==> src/rtl/sbfe_pkg.sv <==
// ----------------------------------------------------------------------------
// sbfe_pkg
// Shared constants and types for the serial-bus frame encoder.
// ----------------------------------------------------------------------------
package sbfe_pkg;

    // Frame geometry
    localparam int NUM_CHANNELS = 16;
    localparam int CHAN_BITS    = 11;
    localparam int CNT_W        = $clog2(NUM_CHANNELS);
    localparam int LEFT_W       = 7;                    // leftover bits below one byte
    localparam int HELD_W       = 3;
    localparam int ACC_W        = CHAN_BITS + LEFT_W;   // packing window
    localparam int TOT_W        = $clog2(ACC_W + 1);

    // Bytes carried by one command
    localparam int MAX_OUT = 4;
    localparam int SLOT_W  = $clog2(MAX_OUT);
    localparam int NUM_W   = $clog2(MAX_OUT + 1);

    localparam logic [7:0] FLAG_BYTE     = 8'h00;
    localparam logic [7:0] START_RST_VAL = 8'hF0;
    localparam logic [7:0] END_RST_VAL   = 8'h00;

    // Command queue between front and back
    localparam int QUEUE_DEPTH = 2;
    localparam int QPTR_W      = $clog2(QUEUE_DEPTH);
    localparam int QCNT_W      = $clog2(QUEUE_DEPTH + 1);

    // Configuration port
    localparam int ADDR_W = 3;
    localparam logic REG_START_IDX = 1'b0;
    localparam logic REG_END_IDX   = 1'b1;

    // One command: the bytes caused by one channel transfer
    typedef struct packed {
        logic [MAX_OUT-1:0][7:0] bytes;
        logic [NUM_W-1:0]        count;
        logic                    is_last;
    } t_cmd;

    // Queue status seen by front and back
    typedef struct packed {
        logic full;
        logic empty;
    } t_q_status;

endpackage

==> src/rtl/sbus_frame_encoder.sv <==
// ----------------------------------------------------------------------------
// sbus_frame_encoder
// The first byte of a channel transfer passes the command queue and then the
// registered output stage. The back sends one byte per cycle while the output
// is not stalled; a frame of 16 channels gives 25 bytes, so output sets the pace.
// The front takes a channel each cycle while the two-entry queue has room.
// Reset (synchronous, active low) clears the frame position and the queue
// and loads start byte 0xF0 and end byte 0x00.
// ----------------------------------------------------------------------------
module sbus_frame_encoder
    import sbfe_pkg::*;
(
    input  logic                 i_clk,
    input  logic                 i_rst_n,
    // Channel input
    input  logic                 i_in_valid,
    output logic                 o_in_stall,
    input  logic [CHAN_BITS-1:0] i_channel_value,
    // Byte output
    output logic                 o_out_valid,
    input  logic                 i_out_stall,
    output logic [7:0]           o_out_byte,
    output logic                 o_frame_end,
    // Configuration port
    input  logic                 psel,
    input  logic                 penable,
    input  logic                 pwrite,
    input  logic [ADDR_W-1:0]    paddr,
    input  logic [31:0]          pwdata,
    output logic [31:0]          prdata,
    output logic                 pready
);

    logic [7:0] r_start_byte;
    logic [7:0] r_end_byte;
    logic       cfg_wr;
    logic       push;
    logic       pop;
    t_cmd       cmd;
    t_cmd       head;
    t_q_status  status;

    // Register writes complete in the access phase.
    assign pready = 1'b1;
    assign cfg_wr = psel && penable && pwrite && pready;

    always_ff @(posedge i_clk) begin
        if (!i_rst_n) begin
            r_start_byte <= START_RST_VAL;
            r_end_byte   <= END_RST_VAL;
        end else if (cfg_wr) begin
            case (paddr[ADDR_W-1])
                REG_START_IDX: r_start_byte <= pwdata[7:0];
                REG_END_IDX:   r_end_byte   <= pwdata[7:0];
                default: ;
            endcase
        end
    end

    // Register readback.
    always_comb begin
        case (paddr[ADDR_W-1])
            REG_START_IDX: prdata = {24'b0, r_start_byte};
            REG_END_IDX:   prdata = {24'b0, r_end_byte};
            default:       prdata = '0;
        endcase
    end

    sbfe_front u_front (
        .i_clk           (i_clk),
        .i_rst_n         (i_rst_n),
        .i_in_valid      (i_in_valid),
        .o_in_stall      (o_in_stall),
        .i_channel_value (i_channel_value),
        .i_start_byte    (r_start_byte),
        .i_end_byte      (r_end_byte),
        .i_status        (status),
        .o_push          (push),
        .o_cmd           (cmd)
    );

    sbfe_queue u_queue (
        .i_clk    (i_clk),
        .i_rst_n  (i_rst_n),
        .i_push   (push),
        .i_cmd    (cmd),
        .i_pop    (pop),
        .o_head   (head),
        .o_status (status)
    );

    sbfe_back u_back (
        .i_clk       (i_clk),
        .i_rst_n     (i_rst_n),
        .i_head      (head),
        .i_status    (status),
        .o_pop       (pop),
        .o_out_valid (o_out_valid),
        .i_out_stall (i_out_stall),
        .o_out_byte  (o_out_byte),
        .o_frame_end (o_frame_end)
    );

endmodule

==> src/rtl/sbfe_front.sv <==
// ----------------------------------------------------------------------------
// sbfe_front
// Accepts channel values, packs their bits and builds one byte command each.
// ----------------------------------------------------------------------------
module sbfe_front
    import sbfe_pkg::*;
(
    input  logic                 i_clk,
    input  logic                 i_rst_n,
    input  logic                 i_in_valid,
    output logic                 o_in_stall,
    input  logic [CHAN_BITS-1:0] i_channel_value,
    input  logic [7:0]           i_start_byte,
    input  logic [7:0]           i_end_byte,
    input  t_q_status            i_status,
    output logic                 o_push,
    output t_cmd                 o_cmd
);

    logic [LEFT_W-1:0] r_left, n_left;
    logic [HELD_W-1:0] r_held, n_held;
    logic [CNT_W-1:0]  r_chan, n_chan;
    logic              accept;

    // A transfer is taken whenever the queue has room.
    assign o_in_stall = i_status.full;
    assign accept     = i_in_valid && !i_status.full;
    assign o_push     = accept;

    // Pack the new value above the leftover bits and list the bytes it completes.
    always_comb begin
        logic [ACC_W-1:0]  win;
        logic [TOT_W-1:0]  total;
        logic [LEFT_W-1:0] rem;
        logic              two;
        logic              last;
        logic [NUM_W-1:0]  k;

        win   = ACC_W'(r_left) | (ACC_W'(i_channel_value) << r_held);
        total = TOT_W'(r_held) + TOT_W'(CHAN_BITS);
        two   = (total >= TOT_W'(16));
        rem   = two ? LEFT_W'(win[ACC_W-1:16]) : win[14:8];
        last  = (r_chan == CNT_W'(NUM_CHANNELS - 1));

        o_cmd   = '0;
        k       = '0;
        n_left  = rem;
        n_held  = total[HELD_W-1:0];
        n_chan  = r_chan + CNT_W'(1);

        if (r_chan == '0) begin
            o_cmd.bytes[k[SLOT_W-1:0]] = i_start_byte;
            k = k + NUM_W'(1);
        end
        o_cmd.bytes[k[SLOT_W-1:0]] = win[7:0];
        k = k + NUM_W'(1);
        if (two) begin
            o_cmd.bytes[k[SLOT_W-1:0]] = win[15:8];
            k = k + NUM_W'(1);
        end

        // Frame tail: padded leftover byte, flag byte if room, then end byte.
        if (last) begin
            if (n_held != '0 && k < NUM_W'(MAX_OUT)) begin
                o_cmd.bytes[k[SLOT_W-1:0]] = {1'b0, rem};
                k = k + NUM_W'(1);
            end
            if (k <= NUM_W'(MAX_OUT - 2)) begin
                o_cmd.bytes[k[SLOT_W-1:0]] = FLAG_BYTE;
                k = k + NUM_W'(1);
            end
            if (k < NUM_W'(MAX_OUT)) begin
                o_cmd.bytes[k[SLOT_W-1:0]] = i_end_byte;
                k = k + NUM_W'(1);
            end
            o_cmd.is_last = 1'b1;
            n_left = '0;
            n_held = '0;
            n_chan = '0;
        end
        o_cmd.count = k;
    end

    // Packing state advances on each accepted transfer.
    always_ff @(posedge i_clk) begin
        if (!i_rst_n) begin
            r_left <= '0;
            r_held <= '0;
            r_chan <= '0;
        end else if (accept) begin
            r_left <= n_left;
            r_held <= n_held;
            r_chan <= n_chan;
        end
    end

endmodule

==> src/rtl/sbfe_queue.sv <==
// ----------------------------------------------------------------------------
// sbfe_queue
// Short command queue that decouples the packing front from the byte back.
// ----------------------------------------------------------------------------
module sbfe_queue
    import sbfe_pkg::*;
(
    input  logic      i_clk,
    input  logic      i_rst_n,
    input  logic      i_push,
    input  t_cmd      i_cmd,
    input  logic      i_pop,
    output t_cmd      o_head,
    output t_q_status o_status
);

    t_cmd              r_mem [QUEUE_DEPTH];
    logic [QPTR_W-1:0] r_wr_ptr, r_rd_ptr;
    logic [QCNT_W-1:0] r_count;

    assign o_head          = r_mem[r_rd_ptr];
    assign o_status.full   = (r_count == QCNT_W'(QUEUE_DEPTH));
    assign o_status.empty  = (r_count == '0);

    // Entry storage needs no reset.
    always_ff @(posedge i_clk) begin
        if (i_push) begin
            r_mem[r_wr_ptr] <= i_cmd;
        end
    end

    // Pointers and fill count.
    always_ff @(posedge i_clk) begin
        if (!i_rst_n) begin
            r_wr_ptr <= '0;
            r_rd_ptr <= '0;
            r_count  <= '0;
        end else begin
            if (i_push) begin
                r_wr_ptr <= (r_wr_ptr == QPTR_W'(QUEUE_DEPTH - 1)) ? '0 : r_wr_ptr + QPTR_W'(1);
            end
            if (i_pop) begin
                r_rd_ptr <= (r_rd_ptr == QPTR_W'(QUEUE_DEPTH - 1)) ? '0 : r_rd_ptr + QPTR_W'(1);
            end
            if (i_push && !i_pop) begin
                r_count <= r_count + QCNT_W'(1);
            end else if (!i_push && i_pop) begin
                r_count <= r_count - QCNT_W'(1);
            end
        end
    end

`ifndef SYNTH
    a_count_bound: assert property (@(posedge i_clk) disable iff (!i_rst_n)
        r_count <= QCNT_W'(QUEUE_DEPTH))
        else $error("queue fill count beyond depth");
    a_no_pop_empty: assert property (@(posedge i_clk) disable iff (!i_rst_n)
        o_status.empty |-> !i_pop)
        else $error("pop from empty queue");
    a_no_push_full: assert property (@(posedge i_clk) disable iff (!i_rst_n)
        o_status.full |-> !i_push)
        else $error("push into full queue");
`endif

endmodule

==> src/rtl/sbfe_back.sv <==
// ----------------------------------------------------------------------------
// sbfe_back
// Walks the head command byte by byte into a registered output stage.
// ----------------------------------------------------------------------------
module sbfe_back
    import sbfe_pkg::*;
(
    input  logic       i_clk,
    input  logic       i_rst_n,
    input  t_cmd       i_head,
    input  t_q_status  i_status,
    output logic       o_pop,
    output logic       o_out_valid,
    input  logic       i_out_stall,
    output logic [7:0] o_out_byte,
    output logic       o_frame_end
);

    logic              r_ovalid, n_ovalid;
    logic [7:0]        r_obyte, n_obyte;
    logic              r_oend, n_oend;
    logic [SLOT_W-1:0] r_idx, n_idx;
    logic              out_free;
    logic              fire;
    logic              at_last;

    assign out_free = !r_ovalid || !i_out_stall;
    assign fire     = out_free && !i_status.empty;
    assign at_last  = (r_idx == SLOT_W'(i_head.count - NUM_W'(1)));
    assign o_pop    = fire && at_last;

    // Next output byte and position within the head command.
    always_comb begin
        n_ovalid = r_ovalid;
        n_obyte  = r_obyte;
        n_oend   = r_oend;
        n_idx    = r_idx;
        if (fire) begin
            n_ovalid = 1'b1;
            n_obyte  = i_head.bytes[r_idx];
            n_oend   = i_head.is_last && at_last;
            n_idx    = at_last ? '0 : r_idx + SLOT_W'(1);
        end else if (out_free) begin
            n_ovalid = 1'b0;
        end
    end

    always_ff @(posedge i_clk) begin
        if (!i_rst_n) begin
            r_ovalid <= 1'b0;
            r_idx    <= '0;
        end else begin
            r_ovalid <= n_ovalid;
            r_idx    <= n_idx;
        end
    end

    always_ff @(posedge i_clk) begin
        r_obyte <= n_obyte;
        r_oend  <= n_oend;
    end

    assign o_out_valid = r_ovalid;
    assign o_out_byte  = r_obyte;
    assign o_frame_end = r_oend;

`ifndef SYNTH
    a_idx_in_cmd: assert property (@(posedge i_clk) disable iff (!i_rst_n)
        !i_status.empty |-> (NUM_W'(r_idx) < i_head.count))
        else $error("byte index beyond head command");
`endif

endmodule

==> config.mk <==
export PLATFORM = sky130hd
export DESIGN_NAME = sbus_frame_encoder
export DESIGN_NICKNAME = d
export VERILOG_FILES = /design/src/rtl/sbfe_pkg.sv /design/src/rtl/sbus_frame_encoder.sv /design/src/rtl/sbfe_front.sv /design/src/rtl/sbfe_queue.sv /design/src/rtl/sbfe_back.sv
export SDC_FILE = /design/constraint.sdc
export NUM_CORES = 1
export LEC_CHECK = 0
export BUFFER_PORTS_ARGS = -buffer_cell sky130_fd_sc_hd__clkbuf_2
export CORE_MARGIN = 2
export CORE_UTILIZATION = 38
export CTS_BUF_LIST = sky130_fd_sc_hd__clkbuf_8
export DETAILED_ROUTE_END_ITERATION = 8
export PLACE_DENSITY = 0.68
export SYNTH_ARGS = -nofsm -noshare
export SYNTH_HDL_FRONTEND = slang
export SYNTH_SLANG_ARGS = --single-unit
export TNS_END_PERCENT = 100
==> constraint.sdc <==
create_clock -name i_clk -period 3.58 [get_ports i_clk]
set_input_delay 0.179 -clock i_clk [delete_from_list [all_inputs] [get_ports i_clk]]
set_output_delay 0.179 -clock i_clk [all_outputs]
set_load 0.01 [all_outputs]
==> metrics.cfg, run 1 <==
[status]
status=finished, final reports clean

[grt]
grt_pass1_wl_mm=24.8
grtUsageTotal=0.181
global_route.usage.met1=0.239
grt-ovfl-total=0
antenna_found_initial=0
grt_pass1_vias=4510
met2_usage=0.298
grt_max_degree=41
met3_usage=0.0345
top_usage_layer=met2

[critical_path]
end_kind=register
cp_max_fo=4
path_class=register to register
ff2ff_path_depth=14
max_stage_delay_ps=550
worst_path_most_repeated_cell=ha_1
critPathArrivalTime_ps=3620
slowest_stage=fa_1
crit_family=adder cells
worstPathRequired_ps=3760
path_depth=14
cp-start-kind=register
worst-path-buf-inv=4
cp_cell_sequence=inv_2 > ha_1 > inv_1 > ha_2 > nor2b_4 > clkinv_2 > fa_1 > buf_4 > ha_1 > nor2b_1 > o22ai_2 > nor2b_2 > and2_1 > a221o_1

[placed_design]
postPlaceCellArea_mm2=0.00686
dp_hpwl_mm=11.5
pre_cts_ws_ps=50.1
placed_cells=818
gp_congestion=0.923
portBuffers=45

[synthesis]
avgSynthCellArea_um2=11.4
synth.most_common_cell=edfxtp_1
yosysTopAreaCellShare=0.367
yosysTopAreaCell=edfxtp_1
yosysSeqAreaShare=0.484
synth_area_mm2=0.00647
synth_area_leaders=edfxtp_1, dfxtp_1, mux4_2
synth_commonest_cells=edfxtp_1, nand2_1, dfxtp_1, nor2_1, buf_4
netlist_instances=569
synth-edff-count=79
synth_warnings=0
ys_types=62
async_reset_ff_frac=0
ys.flop_type=edfxtp_1
yosys_register_bits=117

[final_layout]
post-route-util=0.445
area_delta_synth_final_pct=14.3
final_cell_area_mm2=0.00740
n_antenna_cell=0
final_net_count=696
stdcell_count=858
n_fill_cell=1540
drive_gt1_frac=0.257

[floorplan]
fp-row-count=47
ioPinCount=97
core_area_mm2=0.0166
die_h_um=135
die_area_mm2=0.0181
start_util=0.389
die_x_um=135

[detailed_routing]
drtIter0Drc=409
via_per_inst=5.40
wl_mm=16.0
drc=0
wl_per_cell_um=18.6
final_antenna_net_count=0
firstDrtPassIters=5
dr_total_vias=4636

[sta]
fmax_ghz=0.290
maxSlewHeadroom=0.376
rsz0062_at_grt=yes
final.setup.tns_ps=0
hold_viol=0
finalCritPeriodShare=0.962
hold_slack_ps=60.4
drv_slew=0
tightest_slew_ps=921
min_period_ps=3440
fin_ws_ps=137
skew_ps=14.8
setup_viol=0

[power_and_ir_drop]
combPwrFrac=0.368
max-vdd-ir-drop_v=0.000286
p_switching_mw=1.70
intPower_mw=3.14
p_per_area_mw_per_mm2=655
p_leak_nw=2.73
power_frac_clock=0.245
totalPowerFinal_mw=4.84
swShare=0.351
power_frac_seq=0.387

[clock_network]
clkLatencyLatePin_ps=440
clockBufferDepth=2
htree_levels=4
cts_root_buf=clkbuf_8
cts_tree=done
cts.sinks=117
clk_pin_slew_ps=80
cts_buffers=17

[worst_hold_path]
min_path_type=input port to register
whs_path_depth=3

[job]
drv_cap=0

## routing by layer
layer  wire, µm  part of all wire
met1       7100              0.44
met2       7730              0.48
met3        808             0.051
met5          0                 0
met4        336             0.021
## state kept, by name, indices dropped and copies added (netlist names), named ones only
signal / cells
u_back.o_out_byte: 8
u_front.r_left: 7
u_front.r_held: 3
u_queue.r_mem: 70
u_back.o_out_valid: 1
r_end_byte: 8
u_back.r_idx: 2
u_queue.r_wr_ptr: 1
u_front.r_chan: 4
u_back.o_frame_end: 1
r_start_byte: 8
u_queue.r_count: 2
u_queue.r_rd_ptr: 1
## worst reg2reg max path, stage by stage, from the launching register on
cell      delay [ps]
dfxtp_1          350
inv_2             50
ha_1             190
inv_1             60
ha_2             280
nor2b_4          210
clkinv_2         100
fa_1             550
buf_4            150
ha_1             130
nor2b_1          180
o22ai_2          140
nor2b_2          190
and2_1           220
a221o_1          380
## cell usage in the layout, fill, tap and decap left out, types with 4 or more instances in the layout
cell / n
a211oi_1: 8
a21boi_0: 16
a21oi_1: 8
a221o_1: 9
a22o_1: 4
a22oi_1: 11
a2bb2oi_1: 4
a32oi_1: 5
and2_1: 13
and3_1: 8
buf_4: 19
clkbuf_2: 45
clkbuf_8: 17
clkinv_4: 4
conb_1: 25
dfxtp_1: 38
dlygate4sd3_1: 8
edfxtp_1: 79
ha_1: 16
inv_1: 20
mux2_2: 24
mux2i_1: 19
mux4_2: 21
nand2_1: 66
nand2b_1: 5
nand3_1: 14
nand4_1: 4
nor2_1: 27
nor2b_1: 15
nor3_1: 4
o21ai_0: 8
o221ai_2: 4
o22ai_1: 9
xnor2_1: 5
## layout make-up
type	count	area (µm²)	area share
clock buffers	17	234	0.0316
clock inverters	15	156	0.0211
inverters	23	87.6	0.0118
multi-input cells	394	3060	0.414
flip-flops and latches	117	3130	0.423
well taps	220	275	0.0372
repair buffers	72	448	0.0605
## worst paths after layout
path | start | end | slack (ps)
setup / recovery | u_front.r_held[0]$_SDFFE_PN0P_ | u_queue.r_mem[1][5]$_DFFE_PP_ | 140
hold / removal | i_out_stall | u_back.o_out_valid$_SDFFE_PN0P_ | 60
setup reg to reg | u_front.r_held[0]$_SDFFE_PN0P_ | u_queue.r_mem[1][5]$_DFFE_PP_ | 140
hold reg to reg | u_front.r_left[1]$_SDFFE_PN0P_ | u_front.r_left[1]$_SDFFE_PN0P_ | 480
## power by group through the flow
stage	registers (mW)	logic [mW]	clock network [mW]
after floorplan	1.90	1.26	0
after global placement	1.89	1.68	0
after detailed placement	1.91	1.73	0
after CTS	1.88	1.74	1.21
after global routing	1.90	1.95	1.27
final	1.87	1.78	1.19
## cells by family (layout without fill, tap and decap cells)
group                    count (synthesis)  after routing  synth area share
flip-flops                             117            117             0.484
AND/OR/NAND/NOR                        167            167             0.124
AO/OA/AOI/OAI                          112            112             0.132
XOR/XNOR                                 7              7           0.00947
buffers and inverters                   81            127            0.0677
adder cells (fa/ha/maj)                 18             18            0.0360
multiplexers                            65             65             0.147
other                                    2             25           0.00116
## what timing repair did
action / CTS / global route
buffers inserted: 0 / 0
setup endpoints to repair: 0 / 32
resized for setup: 0 / 13
hold buffers: 8 / 0
hold endpoints to repair: 16 / 0
Note: power is estimated with default switching activity, not from simulation.
==> inputs of run 2 (changes only) <==
--- a/config.mk
+++ b/config.mk
@@ -5,7 +5,9 @@
 export SDC_FILE = /design/constraint.sdc
 export NUM_CORES = 1
 export LEC_CHECK = 0
+export ABC_AREA = 1
 export BUFFER_PORTS_ARGS = -buffer_cell sky130_fd_sc_hd__clkbuf_2
+export CORE_ASPECT_RATIO = 1.1
 export CORE_MARGIN = 2
 export CORE_UTILIZATION = 38
 export CTS_BUF_LIST = sky130_fd_sc_hd__clkbuf_8
==> run 2 against run 1 <==
  * Critical path depth increased by 1
  * First-iteration DRC count increased by 64%
  * Utilization decreased by 0.88 points
  * Die area increased by 0.76%
  * Area after synthesis increased by 0.77%
  * Routed wire length decreased by 1.1%
  * Count of clock-buffer cells in the layout increased by 2
  * Combinational power increased by 25%
  * Largest cell class unchanged
  * Largest power group is now combinational logic
  * Highest routed layer unchanged
==> metrics.cfg, run 2 <==
[detailed_routing]
via_per_inst=5.14
final_antenna_net_count=0
wl_mm=15.8
drtIter0Drc=672
wl_per_cell_um=14.8
firstDrtPassIters=6
drc=0
dr_total_vias=5508

[final_layout]
drive_gt1_frac=0.154
final_cell_area_mm2=0.00736
n_fill_cell=1653
stdcell_count=1071
layout_commonest_cell=nand2_1
area_delta_synth_final_pct=12.8
final_net_count=921
largest-register=u_queue.r_mem
n_antenna_cell=0
largest_reg_flops=70
final_cell_mix=nand2_1, nor2_1, edfxtp_1

[critical_path]
cp_max_fo=16
max_stage_delay_ps=350
end_kind=register
worstPathRequired_ps=3820
cp-start-kind=register
critPathArrivalTime_ps=3560
cp_cell_sequence=inv_2 > ha_1 > inv_1 > ha_1 > inv_2 > ha_1 > o21a_1 > inv_1 > nor2_1 > inv_1 > ha_1 > o21ai_0 > and3_1 > nand3_1 > a21oi_1
slowest_stage=and3_1
worst_path_most_repeated_cell=ha_1
crit_family=adder cells
worst-path-buf-inv=5
path_class=register to register

[clock_network]
cts_buffers=17
cts_root_buf=clkbuf_8
clockBufferDepth=2
cts_tree=done
clk_pin_slew_ps=70
cts.sinks=117
clkLatencyLatePin_ps=450
htree_levels=4

[worst_hold_path]
min_path_type=input port to register

[sta]
skew_ps=12.0
fmax_ghz=0.301
drv_slew=0
min_period_ps=3320
setup_viol=0
maxSlewHeadroom=0.308
finalCritPeriodShare=0.927
rsz0062_at_grt=yes
hold_viol=0
final.setup.tns_ps=0
tightest_slew_ps=1040
fin_ws_ps=260

[floorplan]
die_x_um=129
start_util=0.386
ioPinCount=97
die_area_mm2=0.0182
die_h_um=141
fp-row-count=50
core_area_mm2=0.0169

[placed_design]
dp_hpwl_mm=10.9
placed_cells=1030
portBuffers=45
pre_cts_ws_ps=244
postPlaceCellArea_mm2=0.00686
gp_congestion=0.931

[synthesis]
synth_warnings=0
yosys_register_bits=117
yosysSeqAreaShare=0.480
async_reset_ff_frac=0
avgSynthCellArea_um2=8.18
ys.flop_type=edfxtp_1
yosysTopAreaCellShare=0.364
netlist_instances=797
yosysTopAreaCell=edfxtp_1
synth-edff-count=79
ys_types=50
synth_area_mm2=0.00652
synth.most_common_cell=nand2_1
synth_commonest_cells=nand2_1, nor2_1, edfxtp_1, o21ai_0, inv_1
synth_area_leaders=edfxtp_1, dfxtp_1, nand2_1

[power_and_ir_drop]
p_per_area_mw_per_mm2=730
max-vdd-ir-drop_v=0.000590
p_leak_nw=3.10
totalPowerFinal_mw=5.37

[grt]
grt-ovfl-total=0
grtUsageTotal=0.178
grt_max_degree=37
grt_pass1_vias=4991
grt_pass1_wl_mm=25.2
antenna_found_initial=0

[status]
status=finished, final reports clean

[job]
drv_cap=0

[run 2: power breakdown]
| part | switching, mW | leakage, nW | internal [mW] |
|---|---|---|---|
| sequential | 0.0814 | 1.06 | 1.82 |
| combinational | 1.52 | 1.82 | 0.696 |
| clock | 0.536 | 0.218 | 0.713 |
[run 2: worst register-to-register path: stages, from the launching register on]
cell and delay (ps):
dfxtp_1 320, inv_2 60, ha_1 140, inv_1 40, ha_1 270, inv_2 310, ha_1 270, o21a_1 220
inv_1 100, nor2_1 190, inv_1 100, ha_1 220, o21ai_0 140, and3_1 350, nand3_1 120, a21oi_1 260
[run 2: through the flow]
stage	hold slack (ps)	utilization
floorplan	305	-
global placement	407	0.406
detailed placement	416	0.406
CTS	20.9	0.435
global route	77.6	0.436
finish	45.7	0.436
[run 2: cell families (layout without fill, tap and decap cells)]
logic type | Yosys count | in the layout | synth area share
buffers and inverters | 112 | 155 | 0.0854
XOR/XNOR | 2 | 2 | 0.00269
adder cells (fa/ha/maj) | 18 | 18 | 0.0357
AND/OR/NAND/NOR | 373 | 373 | 0.244
AO/OA/AOI/OAI | 173 | 173 | 0.151
flip-flops | 117 | 117 | 0.480
other | 2 | 25 | 0.00115
[run 2: worst paths after layout]
check | startpoint | endpoint | cells past startpoint | slack, ps
min reg2reg | u_front.r_left[5]$_SDFFE_PN0P_ | u_front.r_left[5]$_SDFFE_PN0P_ | 2 | 470
min | pwdata[2] | r_end_byte[2]$_SDFFE_PN0P_ | 3 | 50
max reg2reg | u_front.r_held[0]$_SDFFE_PN0P_ | u_queue.r_mem[1][30]$_DFFE_PP_ | 15 | 260
max | u_front.r_held[0]$_SDFFE_PN0P_ | u_queue.r_mem[1][30]$_DFFE_PP_ | 15 | 260
[run 2: area by class of cell]
| cell class | instances | area (µm²) | area share |
|---|---|---|---|
| inverter | 56 | 211 | 0.0287 |
| tap | 208 | 260 | 0.0354 |
| timing repair buffer | 67 | 410 | 0.0558 |
| clock buffer | 19 | 262 | 0.0355 |
| clock inverter | 13 | 146 | 0.0199 |
| multi-input combinational | 591 | 2940 | 0.399 |
| sequential | 117 | 3130 | 0.426 |
[run 2: layer usage]
metal / track usage / up-vias / share of wire
li1: - / 2733 / -
met1: 0.236 / 2540 / 0.44
met2: 0.279 / 201 / 0.46
met3: 0.0362 / 34 / 0.061
met4: 0.0835 / 0 / 0.034
met5: 0 / - / 0
[run 2: timing repair]
action	CTS	global route
hold buffers	8	0
setup endpoints to repair	0	13
endpoints found under the hold margin	11	0
gates resized for setup	0	1
buffers inserted	0	1
